File: src/rsd_pkg.sv
`timescale 1ns / 1ps
`default_nettype none

package rsd_pkg;

  localparam int COORD_BITS_DEF = 16;
  localparam int OUT_COORD_W    = 16;
  localparam int CFG_IDX_W      = 4;
  localparam int CFG_DATA_W     = 16;
  localparam int POS_W          = 17;

  localparam logic [7:0]       ROW_END_CODE = 8'h80;
  localparam logic [7:0]       RUN_MASK     = 8'h7f;
  localparam logic [POS_W-1:0] POS_MAX      = '1;

  localparam logic [CFG_IDX_W-1:0] CFG_VISIBLE_WIDTH = 4'd0;
  localparam logic [CFG_IDX_W-1:0] CFG_VISIBLE_ROWS  = 4'd1;
  localparam logic [CFG_IDX_W-1:0] CFG_DEST_X        = 4'd2;
  localparam logic [CFG_IDX_W-1:0] CFG_DEST_Y        = 4'd3;
  localparam logic [CFG_IDX_W-1:0] CFG_CLIP_LEFT     = 4'd4;
  localparam logic [CFG_IDX_W-1:0] CFG_CLIP_TOP      = 4'd5;
  localparam logic [CFG_IDX_W-1:0] CFG_SPRITE_HEIGHT = 4'd6;
  localparam logic [CFG_IDX_W-1:0] CFG_FLIP_VERTICAL = 4'd7;

  typedef enum logic [1:0] {
    PH_START,
    PH_SKIP,
    PH_ROWS,
    PH_DONE
  } phase_e;

  typedef enum logic {
    KIND_PIXEL = 1'b0,
    KIND_DONE  = 1'b1
  } kind_e;

  typedef struct packed {
    logic [14:0] visible_width;
    logic [14:0] visible_rows;
    logic [15:0] dest_x;
    logic [15:0] dest_y;
    logic [14:0] clip_left;
    logic [14:0] clip_top;
    logic [14:0] sprite_height;
    logic        flip_vertical;
  } cfg_t;

  typedef struct packed {
    kind_e                   kind;
    logic [OUT_COORD_W-1:0]  write_x;
    logic [OUT_COORD_W-1:0]  write_y;
    logic [7:0]              pixel;
  } res_t;

endpackage

`default_nettype wire

File: src/rsd_cfg_regs.sv
`timescale 1ns / 1ps
`default_nettype none

module rsd_cfg_regs
  import rsd_pkg::*;
(
  input  wire logic                  clk_i,
  input  wire logic                  rst_ni,
  input  wire logic                  cfg_valid_i,
  input  wire logic [CFG_IDX_W-1:0]  cfg_index_i,
  input  wire logic [CFG_DATA_W-1:0] cfg_data_i,
  output      logic                  cfg_ready_o,
  output      cfg_t                  cfg_o
);

  cfg_t cfg_q, cfg_d;

  assign cfg_ready_o = 1'b1;
  assign cfg_o       = cfg_q;

  always_comb begin
    cfg_d = cfg_q;
    if (cfg_valid_i) begin
      case (cfg_index_i)
        CFG_VISIBLE_WIDTH: cfg_d.visible_width = cfg_data_i[14:0];
        CFG_VISIBLE_ROWS:  cfg_d.visible_rows  = cfg_data_i[14:0];
        CFG_DEST_X:        cfg_d.dest_x        = cfg_data_i;
        CFG_DEST_Y:        cfg_d.dest_y        = cfg_data_i;
        CFG_CLIP_LEFT:     cfg_d.clip_left     = cfg_data_i[14:0];
        CFG_CLIP_TOP:      cfg_d.clip_top      = cfg_data_i[14:0];
        CFG_SPRITE_HEIGHT: cfg_d.sprite_height = cfg_data_i[14:0];
        CFG_FLIP_VERTICAL: cfg_d.flip_vertical = cfg_data_i[0];
        default: ;
      endcase
    end
  end

  always_ff @(posedge clk_i or negedge rst_ni) begin
    if (!rst_ni) begin
      cfg_q <= '0;
    end else begin
      cfg_q <= cfg_d;
    end
  end

endmodule

`default_nettype wire

File: src/rsd_in_reg.sv
`timescale 1ns / 1ps
`default_nettype none

module rsd_in_reg (
  input  wire logic       clk_i,
  input  wire logic       rst_ni,
  input  wire logic       in_valid_i,
  input  wire logic [7:0] src_byte_i,
  output      logic       in_stall_o,
  input  wire logic       take_i,
  output      logic       valid_o,
  output      logic [7:0] byte_o
);

  logic       valid_q, valid_d;
  logic [7:0] byte_q;
  logic       accept;

  // holding a byte that the decode stage cannot take this cycle
  assign in_stall_o = valid_q && !take_i;
  assign accept     = in_valid_i && !in_stall_o;
  assign valid_d    = accept || (valid_q && !take_i);
  assign valid_o    = valid_q;
  assign byte_o     = byte_q;

  always_ff @(posedge clk_i or negedge rst_ni) begin
    if (!rst_ni) begin
      valid_q <= 1'b0;
    end else begin
      valid_q <= valid_d;
    end
  end

  always_ff @(posedge clk_i) begin
    if (accept) begin
      byte_q <= src_byte_i;
    end
  end

endmodule

`default_nettype wire

File: src/rsd_decode.sv
`timescale 1ns / 1ps
`default_nettype none

module rsd_decode
  import rsd_pkg::*;
#(
  parameter int COORD_BITS = COORD_BITS_DEF
) (
  input  wire logic       clk_i,
  input  wire logic       rst_ni,
  input  wire logic       valid_i,
  input  wire logic [7:0] byte_i,
  input  wire cfg_t       cfg_i,
  input  wire logic       free_i,
  output      logic       take_o,
  output      logic       load_o,
  output      res_t       res_o
);

  phase_e           phase_q, phase_d;
  logic [15:0]      skip_q, skip_d;
  logic [15:0]      row_q, row_d;
  logic [POS_W-1:0] pos_q, pos_d;
  logic [6:0]       lit_q, lit_d;

  logic             emit_pix, emit_done;
  logic [16:0]      flip_skip;
  logic             skip_pos;
  logic [15:0]      skip_init;
  logic [15:0]      skip_dec;
  logic [15:0]      row_inc;
  logic [POS_W:0]   pos_add;
  logic [POS_W:0]   pos_diff;
  logic             in_window;
  logic [15:0]      x_raw, y_raw, x_wrap, y_wrap;

  // rows to discard before drawing, negative treated as none
  assign flip_skip = {2'b0, cfg_i.sprite_height} - {2'b0, cfg_i.clip_top}
                   - {2'b0, cfg_i.visible_rows};
  assign skip_pos  = cfg_i.flip_vertical ? (!flip_skip[16] && (flip_skip != '0))
                                         : (cfg_i.clip_top != '0);
  assign skip_init = cfg_i.flip_vertical ? flip_skip[15:0] : {1'b0, cfg_i.clip_top};

  assign skip_dec = skip_q - 16'd1;
  assign row_inc  = row_q + 16'd1;
  assign pos_add  = {1'b0, pos_q} + {{(POS_W-7){1'b0}}, byte_i};
  assign pos_diff = {1'b0, pos_q} - {3'b0, cfg_i.clip_left};
  assign in_window = !pos_diff[POS_W]
                  && (pos_diff[POS_W-1:0] < {2'b0, cfg_i.visible_width});

  assign x_raw = cfg_i.dest_x + pos_q[15:0] - {1'b0, cfg_i.clip_left};
  assign y_raw = cfg_i.flip_vertical
               ? (cfg_i.dest_y + {1'b0, cfg_i.visible_rows} - 16'd1 - row_q)
               : (cfg_i.dest_y + row_q);

  // narrow coordinate space wraps and sign-extends back to the port width
  generate
    if (COORD_BITS < OUT_COORD_W) begin : g_narrow
      assign x_wrap = {{(OUT_COORD_W-COORD_BITS){x_raw[COORD_BITS-1]}},
                       x_raw[COORD_BITS-1:0]};
      assign y_wrap = {{(OUT_COORD_W-COORD_BITS){y_raw[COORD_BITS-1]}},
                       y_raw[COORD_BITS-1:0]};
    end else begin : g_wide
      assign x_wrap = x_raw;
      assign y_wrap = y_raw;
    end
  endgenerate

  always_comb begin
    phase_d   = phase_q;
    skip_d    = skip_q;
    row_d     = row_q;
    pos_d     = pos_q;
    lit_d     = lit_q;
    emit_pix  = 1'b0;
    emit_done = 1'b0;

    // first byte picks the starting phase, then is handled in that phase
    if (phase_q == PH_START) begin
      lit_d = '0;
      if (skip_pos) begin
        phase_d = PH_SKIP;
        skip_d  = skip_init;
      end else if (cfg_i.visible_rows != '0) begin
        phase_d = PH_ROWS;
        skip_d  = '0;
        row_d   = '0;
        pos_d   = '0;
      end else begin
        phase_d   = PH_DONE;
        skip_d    = '0;
        emit_done = 1'b1;
      end
    end

    case (phase_d)
      PH_SKIP: begin
        if (phase_q == PH_START || phase_q == PH_SKIP) begin
          if (lit_q != '0 && phase_q == PH_SKIP) begin
            lit_d = lit_q - 7'd1;
          end else if (byte_i > ROW_END_CODE) begin
            lit_d = byte_i[6:0] & RUN_MASK[6:0];
          end else if (byte_i == ROW_END_CODE) begin
            skip_d = (phase_q == PH_START) ? (skip_init - 16'd1) : skip_dec;
            if (skip_d == '0) begin
              row_d = '0;
              pos_d = '0;
              if (cfg_i.visible_rows != '0) begin
                phase_d = PH_ROWS;
              end else begin
                phase_d   = PH_DONE;
                emit_done = 1'b1;
              end
            end
          end
        end
      end
      PH_ROWS: begin
        // rows entered from start see zero literal count
        if (lit_q != '0 && phase_q == PH_ROWS) begin
          lit_d    = lit_q - 7'd1;
          emit_pix = in_window;
          if (pos_q != POS_MAX) begin
            pos_d = pos_q + {{(POS_W-1){1'b0}}, 1'b1};
          end
        end else if (byte_i < ROW_END_CODE) begin
          pos_d = pos_add[POS_W] ? POS_MAX : pos_add[POS_W-1:0];
        end else if (byte_i > ROW_END_CODE) begin
          lit_d = byte_i[6:0] & RUN_MASK[6:0];
        end else begin
          row_d = row_inc;
          pos_d = '0;
          if (row_inc >= {1'b0, cfg_i.visible_rows}) begin
            phase_d   = PH_DONE;
            emit_done = 1'b1;
          end
        end
      end
      default: ;
    endcase

    // a done phase from before this byte swallows it
    if (phase_q == PH_DONE) begin
      phase_d   = PH_DONE;
      skip_d    = skip_q;
      row_d     = row_q;
      pos_d     = pos_q;
      lit_d     = lit_q;
      emit_pix  = 1'b0;
      emit_done = 1'b0;
    end
  end

  assign take_o = valid_i && (free_i || !(emit_pix || emit_done));
  assign load_o = take_o && (emit_pix || emit_done);

  always_comb begin
    res_o = '0;
    if (emit_done) begin
      res_o.kind = KIND_DONE;
    end else begin
      res_o.kind    = KIND_PIXEL;
      res_o.write_x = x_wrap;
      res_o.write_y = y_wrap;
      res_o.pixel   = byte_i;
    end
  end

  always_ff @(posedge clk_i or negedge rst_ni) begin
    if (!rst_ni) begin
      phase_q <= PH_START;
      skip_q  <= '0;
      row_q   <= '0;
      pos_q   <= '0;
      lit_q   <= '0;
    end else if (take_o) begin
      phase_q <= phase_d;
      skip_q  <= skip_d;
      row_q   <= row_d;
      pos_q   <= pos_d;
      lit_q   <= lit_d;
    end
  end

endmodule

`default_nettype wire

File: src/rsd_out_reg.sv
`timescale 1ns / 1ps
`default_nettype none

module rsd_out_reg
  import rsd_pkg::*;
(
  input  wire logic                   clk_i,
  input  wire logic                   rst_ni,
  input  wire logic                   load_i,
  input  wire res_t                   res_i,
  output      logic                   free_o,
  output      logic                   out_valid_o,
  input  wire logic                   out_stall_i,
  output      logic                   kind_o,
  output      logic [OUT_COORD_W-1:0] write_x_o,
  output      logic [OUT_COORD_W-1:0] write_y_o,
  output      logic [7:0]             pixel_o
);

  logic valid_q, valid_d;
  res_t res_q;

  // slot frees up in the same cycle its transaction completes
  assign free_o      = !valid_q || !out_stall_i;
  assign valid_d     = load_i || (valid_q && out_stall_i);
  assign out_valid_o = valid_q;
  assign kind_o      = res_q.kind;
  assign write_x_o   = res_q.write_x;
  assign write_y_o   = res_q.write_y;
  assign pixel_o     = res_q.pixel;

  always_ff @(posedge clk_i or negedge rst_ni) begin
    if (!rst_ni) begin
      valid_q <= 1'b0;
    end else begin
      valid_q <= valid_d;
    end
  end

  always_ff @(posedge clk_i) begin
    if (load_i) begin
      res_q <= res_i;
    end
  end

endmodule

`default_nettype wire

File: src/rle_sprite_row_decoder_clipped.sv
`timescale 1ns / 1ps
`default_nettype none

// channel   direction  handshake              payload
// in        input      in_valid_i/in_stall_o   src_byte_i
// out       output     out_valid_o/out_stall_i kind_o, write_x_o, write_y_o, pixel_o
// cfg       input      cfg_valid_i/cfg_ready_o cfg_index_i, cfg_data_i
//
// one byte per cycle while the input is not stalled: a byte sits in the input register,
// then the decode stage updates the row counters and fills the result register
// a pixel or done transaction is registered in the result register when the decode stage takes its byte
// reset clears the decode state to the start phase and the config registers to zero
// out_stall_i holds the result register; the input stalls only when a byte
// that makes a result finds the result register still occupied

module rle_sprite_row_decoder_clipped
  import rsd_pkg::*;
#(
  parameter int COORD_BITS = COORD_BITS_DEF
) (
  input  wire logic                   clk_i,
  input  wire logic                   rst_ni,
  input  wire logic                   in_valid_i,
  output      logic                   in_stall_o,
  input  wire logic [7:0]             src_byte_i,
  output      logic                   out_valid_o,
  input  wire logic                   out_stall_i,
  output      logic                   kind_o,
  output      logic [OUT_COORD_W-1:0] write_x_o,
  output      logic [OUT_COORD_W-1:0] write_y_o,
  output      logic [7:0]             pixel_o,
  input  wire logic                   cfg_valid_i,
  output      logic                   cfg_ready_o,
  input  wire logic [CFG_IDX_W-1:0]   cfg_index_i,
  input  wire logic [CFG_DATA_W-1:0]  cfg_data_i
);

  cfg_t       cfg;
  logic       take;
  logic       load;
  logic       free;
  logic       byte_valid;
  logic [7:0] byte_q;
  res_t       res;

  rsd_cfg_regs u_cfg (
    .clk_i       (clk_i),
    .rst_ni      (rst_ni),
    .cfg_valid_i (cfg_valid_i),
    .cfg_index_i (cfg_index_i),
    .cfg_data_i  (cfg_data_i),
    .cfg_ready_o (cfg_ready_o),
    .cfg_o       (cfg)
  );

  rsd_in_reg u_in (
    .clk_i      (clk_i),
    .rst_ni     (rst_ni),
    .in_valid_i (in_valid_i),
    .src_byte_i (src_byte_i),
    .in_stall_o (in_stall_o),
    .take_i     (take),
    .valid_o    (byte_valid),
    .byte_o     (byte_q)
  );

  rsd_decode #(
    .COORD_BITS (COORD_BITS)
  ) u_decode (
    .clk_i   (clk_i),
    .rst_ni  (rst_ni),
    .valid_i (byte_valid),
    .byte_i  (byte_q),
    .cfg_i   (cfg),
    .free_i  (free),
    .take_o  (take),
    .load_o  (load),
    .res_o   (res)
  );

  rsd_out_reg u_out (
    .clk_i       (clk_i),
    .rst_ni      (rst_ni),
    .load_i      (load),
    .res_i       (res),
    .free_o      (free),
    .out_valid_o (out_valid_o),
    .out_stall_i (out_stall_i),
    .kind_o      (kind_o),
    .write_x_o   (write_x_o),
    .write_y_o   (write_y_o),
    .pixel_o     (pixel_o)
  );

endmodule

`default_nettype wire

File: config.mk
export PLATFORM = sky130hd
export DESIGN_NAME = rle_sprite_row_decoder_clipped
export DESIGN_NICKNAME = d
export VERILOG_FILES = /design/src/rsd_pkg.sv /design/src/rsd_cfg_regs.sv /design/src/rsd_in_reg.sv /design/src/rsd_decode.sv /design/src/rsd_out_reg.sv /design/src/rle_sprite_row_decoder_clipped.sv
export SDC_FILE = /design/constraint.sdc
export NUM_CORES = 1
export LEC_CHECK = 0
export BUFFER_PORTS_ARGS = -buffer_cell sky130_fd_sc_hd__buf_2
export CAP_MARGIN = 0
export CELL_PAD_IN_SITES_DETAIL_PLACEMENT = 1
export CELL_PAD_IN_SITES_GLOBAL_PLACEMENT = 1
export CORE_MARGIN = 3
export CORE_UTILIZATION = 44
export DETAILED_ROUTE_END_ITERATION = 10
export PLACE_DENSITY = 0.79
export SLEW_MARGIN = 25
export SYNTH_ARGS = -nofsm -noshare
export SYNTH_HDL_FRONTEND = slang
export SYNTH_SLANG_ARGS = --single-unit
File: constraint.sdc
create_clock -name clk_i -period 7.8 [get_ports clk_i]
set_clock_uncertainty 0.1 [all_clocks]
set_input_delay 0.39 -clock clk_i [delete_from_list [all_inputs] [get_ports clk_i]]
set_output_delay 0.39 -clock clk_i [all_outputs]
set_load 0.02 [all_outputs]
==> results of run 1 <==
cells by family (layout without fill, tap and decap cells):
group                    after synthesis  after routing  share of synthesized area (%)
AO/OA/AOI/OAI                        613            613                           22.3
AND/OR/NAND/NOR                      608            608                           16.0
buffers and inverters                322            416                           6.78
flip-flops                           217            217                           30.9
adder cells (fa/ha/maj)              185            185                           14.1
XOR/XNOR                             100            100                           4.76
multiplexers                          87             87                           5.28
other                                  1              1                         0.0204
routing by layer:
metal	share of wire, %	vias to the layer above	global-route usage [%]
met2	50	463	49.9
li1	-	7758	-
met5	0.056	-	0.647
met3	5.0	143	3.66
met1	42	8557	35.5
met4	3.7	2	9.40
power by group:
group          leakage (nW)  internal (W)  total, W  switching (W)
registers              2.55       0.00155   0.00188       0.000330
logic                  6.08       0.00232   0.00594        0.00363
clock network         0.483      0.000809   0.00138       0.000568
total                  9.11       0.00468   0.00920        0.00453
registers in the layout, summed over array words and instances, names as in the netlist, 7 cells and up:
register and flops:
u_out.write_x_o 16, u_out.write_y_o 16, u_decode.row_q 16, u_decode.skip_q 16, u_out.pixel_o 8, u_in.byte_o 8
u_decode.lit_q 7, u_decode.pos_q 17, u_cfg.cfg_o 108
timing repair:
item,CTS,global route
hold buffers,10,0
cloned,0,0
setup buffers,4,3
endpoints found under the hold margin,100,0
endpoints found under the setup margin,90,127
pin swaps,8,11
resized for setup,18,29
per-stage QoR:
step | setup TNS (ns) | setup slack [ns] | cells | util (%) | total power (W)
final | 0 | 0.402 | 2759 | 50.5 | 0.00920
after global routing | -0.0486 | -0.0486 | 2759 | 50.5 | 0.00993
after CTS | 0 | 0.00360 | 2756 | 50.1 | 0.00904
after detailed placement | -1.17 | -0.0758 | 2691 | 47.4 | 0.00752
after global placement | 0 | 0.366 | 2691 | 47.4 | 0.00725
after floorplan | 0 | 0.390 | 2133 | - | 0.00593
cell usage in the layout, fill, tap and decap left out, types with 29 or more instances in the layout:
master / n
a211oi_1: 29
a21o_1: 32
a21oi_1: 135
buf_2: 73
buf_4: 38
clkbuf_16: 30
dfrtp_1: 167
edfxtp_1: 49
fa_1: 35
ha_1: 144
inv_1: 238
mux2_2: 80
nand2_1: 153
nand3_1: 48
nor2_1: 184
nor3_1: 48
o21ai_0: 155
xnor2_1: 69
xor2_1: 30
cell type report:
class | instances | area, µm² | share of cell area (%)
Clock buffer | 32 | 768 | 3.71
Clock inverter | 19 | 199 | 0.960
Inverter | 238 | 893 | 4.31
Multi-Input combinational cell | 1594 | 11700 | 56.3
Sequential cell | 217 | 5680 | 27.4
Tap cell | 532 | 666 | 3.21
Timing Repair Buffer | 127 | 856 | 4.13
final timing paths:
kind / from / endpoint / slack, ns / depth (start not counted)
setup / recovery: u_cfg.cfg_o[17] / in_stall_o / 0.40 / 32
hold / removal: cfg_data_i[15] / u_cfg.cfg_o[77] / 0.07 / 2
setup reg to reg: u_cfg.cfg_o[17] / u_decode.row_q[13] / 0.59 / 34
hold reg to reg: u_cfg.cfg_o[70] / u_cfg.cfg_o[70] / 0.40 / 1
max in group asynchronous: rst_ni / u_cfg.cfg_o[20] / 5.93 / 3
min in group asynchronous: rst_ni / u_cfg.cfg_o[77] / 0.37 / 2
==> impl_metrics.ini, run 1 <==
[clocking]
cts_buffers = 28
cts_tree = done
path_clk_slew_ns = 0.06
cts_max_level = 1
cts_buffer_depth = 3
clkLatencyLatePin_ns = 0.59
clock_sinks = 217
cts_root_buf = clkbuf_16

[yosys]
synth-seq-area-share_pct = 30.9
synth_edf_count = 49
syn_area_um2 = 18400
async_flop_share_pct = 77.4
ys_top_cells_by_count = inv_1 (238), nor2_1 (184), dfrtp_1 (168), o21ai_0 (164), nand2_1 (153)
synthTopCellsByArea = dfrtp_1 (23%), ha_1 (10%), edfxtp_1 (8.0%)
synthCells = 2133
synth_flop_cell = dfrtp_1
synth_most_common_cell = inv_1
yosys.area.top_type_share_pct = 22.9
yosysWarnings = 0
yosys.area.top_type = dfrtp_1
synth_fp_nets = 2351
synth_seq_cells = 217
netlist-cell-type-count = 89
avgSynthCellArea_um2 = 8.62

[placement]
gp_congestion = 0.886
port_buffers = 75
dpl.hpwl_um = 47000
place_area_um2 = 19400

[pwr]
p_leak_nw = 9.11
max-vdd-ir-drop_uv = 317
p_per_area_nw_per_um2 = 444

[timing]
slew_violations = 0
tightest_slew_ns = 1.15
relSlewSlack_pct = 23.0
hold_violations = 0
setup_viol = 0
timing.hold.ws_ns = 0.0718
fmax_mhz = 135
fin_crit_sh_pct = 94.8
finalCriticalPeriod_ns = 7.40

[critical_path]
cp-start-kind = flop
cp-end-kind = output port
crit_family = simple AND/OR/NAND/NOR gates
critPathMaxFanout = 12
cpPeakStageDelay_ns = 0.60
worstSetupPathType = reg -> out
cp.buffers_inverters = 4
critical_path_required_ns = 7.31
slowest_stage = or4b_4
arrival_ns = 6.91

[floorplan]
rows = 74
coreArea_um2 = 41000
pin_count = 77
dieWidth_um = 210
start_util_pct = 44.8
fp.dieH_um = 210
dieArea_um2 = 44300

[layout]
antenna_cells = 0
area_growth_pct = 12.6
final_cell_area_um2 = 20700
drive_above_1_share_pct = 13.9
final_net_count = 2424
fillers = 4833

[drt]
drt_pass1_iterations = 5
drt-total-wl_um = 63000
wl_per_cell_um = 22.8
route.detailed.drc = 0
drt_iter0_drc = 1040
ant_nets = 0
viasPerCell = 6.13
dr_total_vias = 16900

[global_routing]
grt_usage_pct = 28.1
gr-total-overflow = 0
grt_pass1_wl_um = 99800
antenna_found_initial = 3
grt_max_degree = 93
grt_pass1_vias = 17900

[run]
cap_violations = 0

[run_status]
status = completed

[hold_path]
hp-class = in -> reg
No activity file was read; power rests on OpenSTA's default activity.
==> run 2: changes to the inputs <==
--- a/config.mk
+++ b/config.mk
@@ -10,10 +10,11 @@
 export CELL_PAD_IN_SITES_DETAIL_PLACEMENT = 1
 export CELL_PAD_IN_SITES_GLOBAL_PLACEMENT = 1
 export CORE_MARGIN = 3
-export CORE_UTILIZATION = 44
+export CORE_UTILIZATION = 45
 export DETAILED_ROUTE_END_ITERATION = 10
 export PLACE_DENSITY = 0.79
 export SLEW_MARGIN = 25
 export SYNTH_ARGS = -nofsm -noshare
 export SYNTH_HDL_FRONTEND = slang
+export SYNTH_HIERARCHICAL = 1
 export SYNTH_SLANG_ARGS = --single-unit
==> run 2 against run 1 <==
Worst setup slack got worse by 0.092 ns. Utilization rose by 1.6 points. Non-clock buffer count rose by 11. Worst hold slack improved by 0.061 ns.
==> impl_metrics.ini, run 2 <==
[run_status]
status = completed

[critical_path]
cp.buffers_inverters = 3
worstSetupPathType = reg -> out
cp_common_cell = o21ai_2
cp-end-kind = output port
critical_path_required_ns = 7.31
cpPeakStageDelay_ns = 0.51
critPathMaxFanout = 6
r2r_cells = 33
slowest_stage = or4_1
crit_family = compound AO/OA/AOI/OAI gates
cp.depth = 33
arrival_ns = 7.00
cp-start-kind = flop

[layout]
area_growth_pct = 13.0
mostFrequentLayoutCells = inv_1 (229), dfrtp_1 (167), ha_1 (146)
final_common_cell = inv_1
largest_reg_flops = 108
final_net_count = 2293
antenna_cells = 0
drive_above_1_share_pct = 17.0
final_cell_area_um2 = 20400
stdcell_count = 2613

[timing]
fmax_mhz = 134
setup_viol = 0
tns_ns = 0
relSlewSlack_pct = 30.4
hold_violations = 0
fin_crit_sh_pct = 96.0
timing.hold.ws_ns = 0.133
finalCriticalPeriod_ns = 7.49
slew_violations = 0
tightest_slew_ns = 1.04

[yosys]
avgSynthCellArea_um2 = 9.12
synth_edf_count = 49
yosys.area.top_type = dfrtp_1
synthCells = 1978
synth_seq_cells = 217
yosysWarnings = 6
synth-seq-area-share_pct = 31.5
yosys.area.top_type_share_pct = 23.3
synth_flop_cell = dfrtp_1
synthTopCellsByArea = dfrtp_1 (23%), ha_1 (10%), edfxtp_1 (8.2%)
synth_fp_nets = 2196
ys_top_cells_by_count = inv_1 (230), dfrtp_1 (168), ha_1 (149), nor2_1 (146), nand2_1 (113)
netlist-cell-type-count = 110
synth_most_common_cell = inv_1
syn_area_um2 = 18000
async_flop_share_pct = 77.4

[global_routing]
grt_max_degree = 101
antenna_found_initial = 1
gr-total-overflow = 0
grt_pass1_vias = 16800
grt_usage_pct = 27.7
grt_pass1_wl_um = 92700

[clocking]
clock_sinks = 217
path_clk_slew_ns = 0.06
cts_buffers = 27
cts_root_buf = clkbuf_16
clkLatencyLatePin_ns = 0.57
cts_max_level = 1
cts_buffer_depth = 3
cts_tree = done

[floorplan]
fp.dieH_um = 206
dieArea_um2 = 42500
coreArea_um2 = 39100
rows = 72
start_util_pct = 46.1
dieWidth_um = 206
pin_count = 77

[drt]
drt-total-wl_um = 59600
ant_nets = 0
route.detailed.drc = 0
drt_pass1_iterations = 5
dr_total_vias = 16000
drt_iter0_drc = 1036
wl_per_cell_um = 22.8
viasPerCell = 6.10

[placement]
port_buffers = 75
place_area_um2 = 19000
gp_congestion = 0.923
placed_cells = 2534
dpl.hpwl_um = 44200

[pwr]
total_power_w = 0.00768
p_leak_nw = 9.06
p_per_area_nw_per_um2 = 377
max-vdd-ir-drop_uv = 208

[run]
cap_violations = 0

[hold_path]
hp-class = in -> reg
min_path_cells = 2
[run 2: cell types whose count changed in the layout (fill, tap and decap cells not counted), sizes merged, moves of 9 or more]
cell    delta
o21ai     -60
nand2     -40
nor2      -38
a21oi     -31
mux2      +30
nand2b    -10
o211ai    -10
buf        +9
[run 2: cells by family after synthesis]
| group | after synthesis | share of synthesized area [%] |
|---|---|---|
| compound gates | 533 | 20.8 |
| other cells | 1 | 0.0208 |
| simple gates | 523 | 14.6 |
| flops | 217 | 31.5 |
| buf+inv | 303 | 6.79 |
| mux | 116 | 7.20 |
| fa+ha+maj | 185 | 14.3 |
| xor+xnor | 100 | 4.85 |
[run 2: final timing paths]
check	to	from	slack (ns)
hold reg to reg	u_decode/skip_q[9]	u_decode/skip_q[9]	0.40
setup reg to reg	u_out/write_y_o[14]	u_cfg/cfg_o[16]	0.44
hold / removal	u_cfg/cfg_o[47]	cfg_data_i[1]	0.13
max in group asynchronous	u_cfg/cfg_o[0]	rst_ni	5.75
setup / recovery	in_stall_o	u_cfg/cfg_o[16]	0.31
min in group asynchronous	u_cfg/cfg_o[68]	rst_ni	0.38
[run 2: through the flow]
stage / util [%] / setup slack (ns)
5_1_grt: 52.1 / -0.0630
4_1_cts: 51.5 / 0.00264
3_3_place_gp: 48.7 / 0.0877
6_report: 52.1 / 0.310
2_1_floorplan: - / 0.0209
3_5_place_dp: 48.7 / -0.225
[run 2: power breakdown]
part           switching [W]  total (W)  internal (W)
registers           0.000303    0.00174       0.00144
logic                0.00274    0.00465       0.00191
clock network       0.000534    0.00129      0.000754
total                0.00357    0.00768       0.00410
[run 2: area by class of cell]
type,instances,area [µm²]
clock inverter,12,95.1
tap,518,648
clock buffer,37,806
sequential,217,5680
fill,4560,18700
inverter,233,875
timing repair buffer,138,928
multi-input combinational,1458,11400
[run 2: what timing repair did]
| action | CTS | global route |
|---|---|---|
| hold endpoints to repair | 110 | 0 |
| pin swaps | 7 | 19 |
| setup buffers | 3 | 15 |
| endpoints found under the setup margin | 95 | 143 |
| resized for setup | 18 | 33 |
| hold buffers | 12 | 0 |
[run 2: metal layers]
layer | track usage (%) | share of wire [%] | vias up
li1 | - | - | 7289
met1 | 34.4 | 42 | 8052
met2 | 48.3 | 49 | 440
met3 | 3.84 | 4.4 | 169
met4 | 11.4 | 4.9 | 0
met5 | 0 | 0 | -
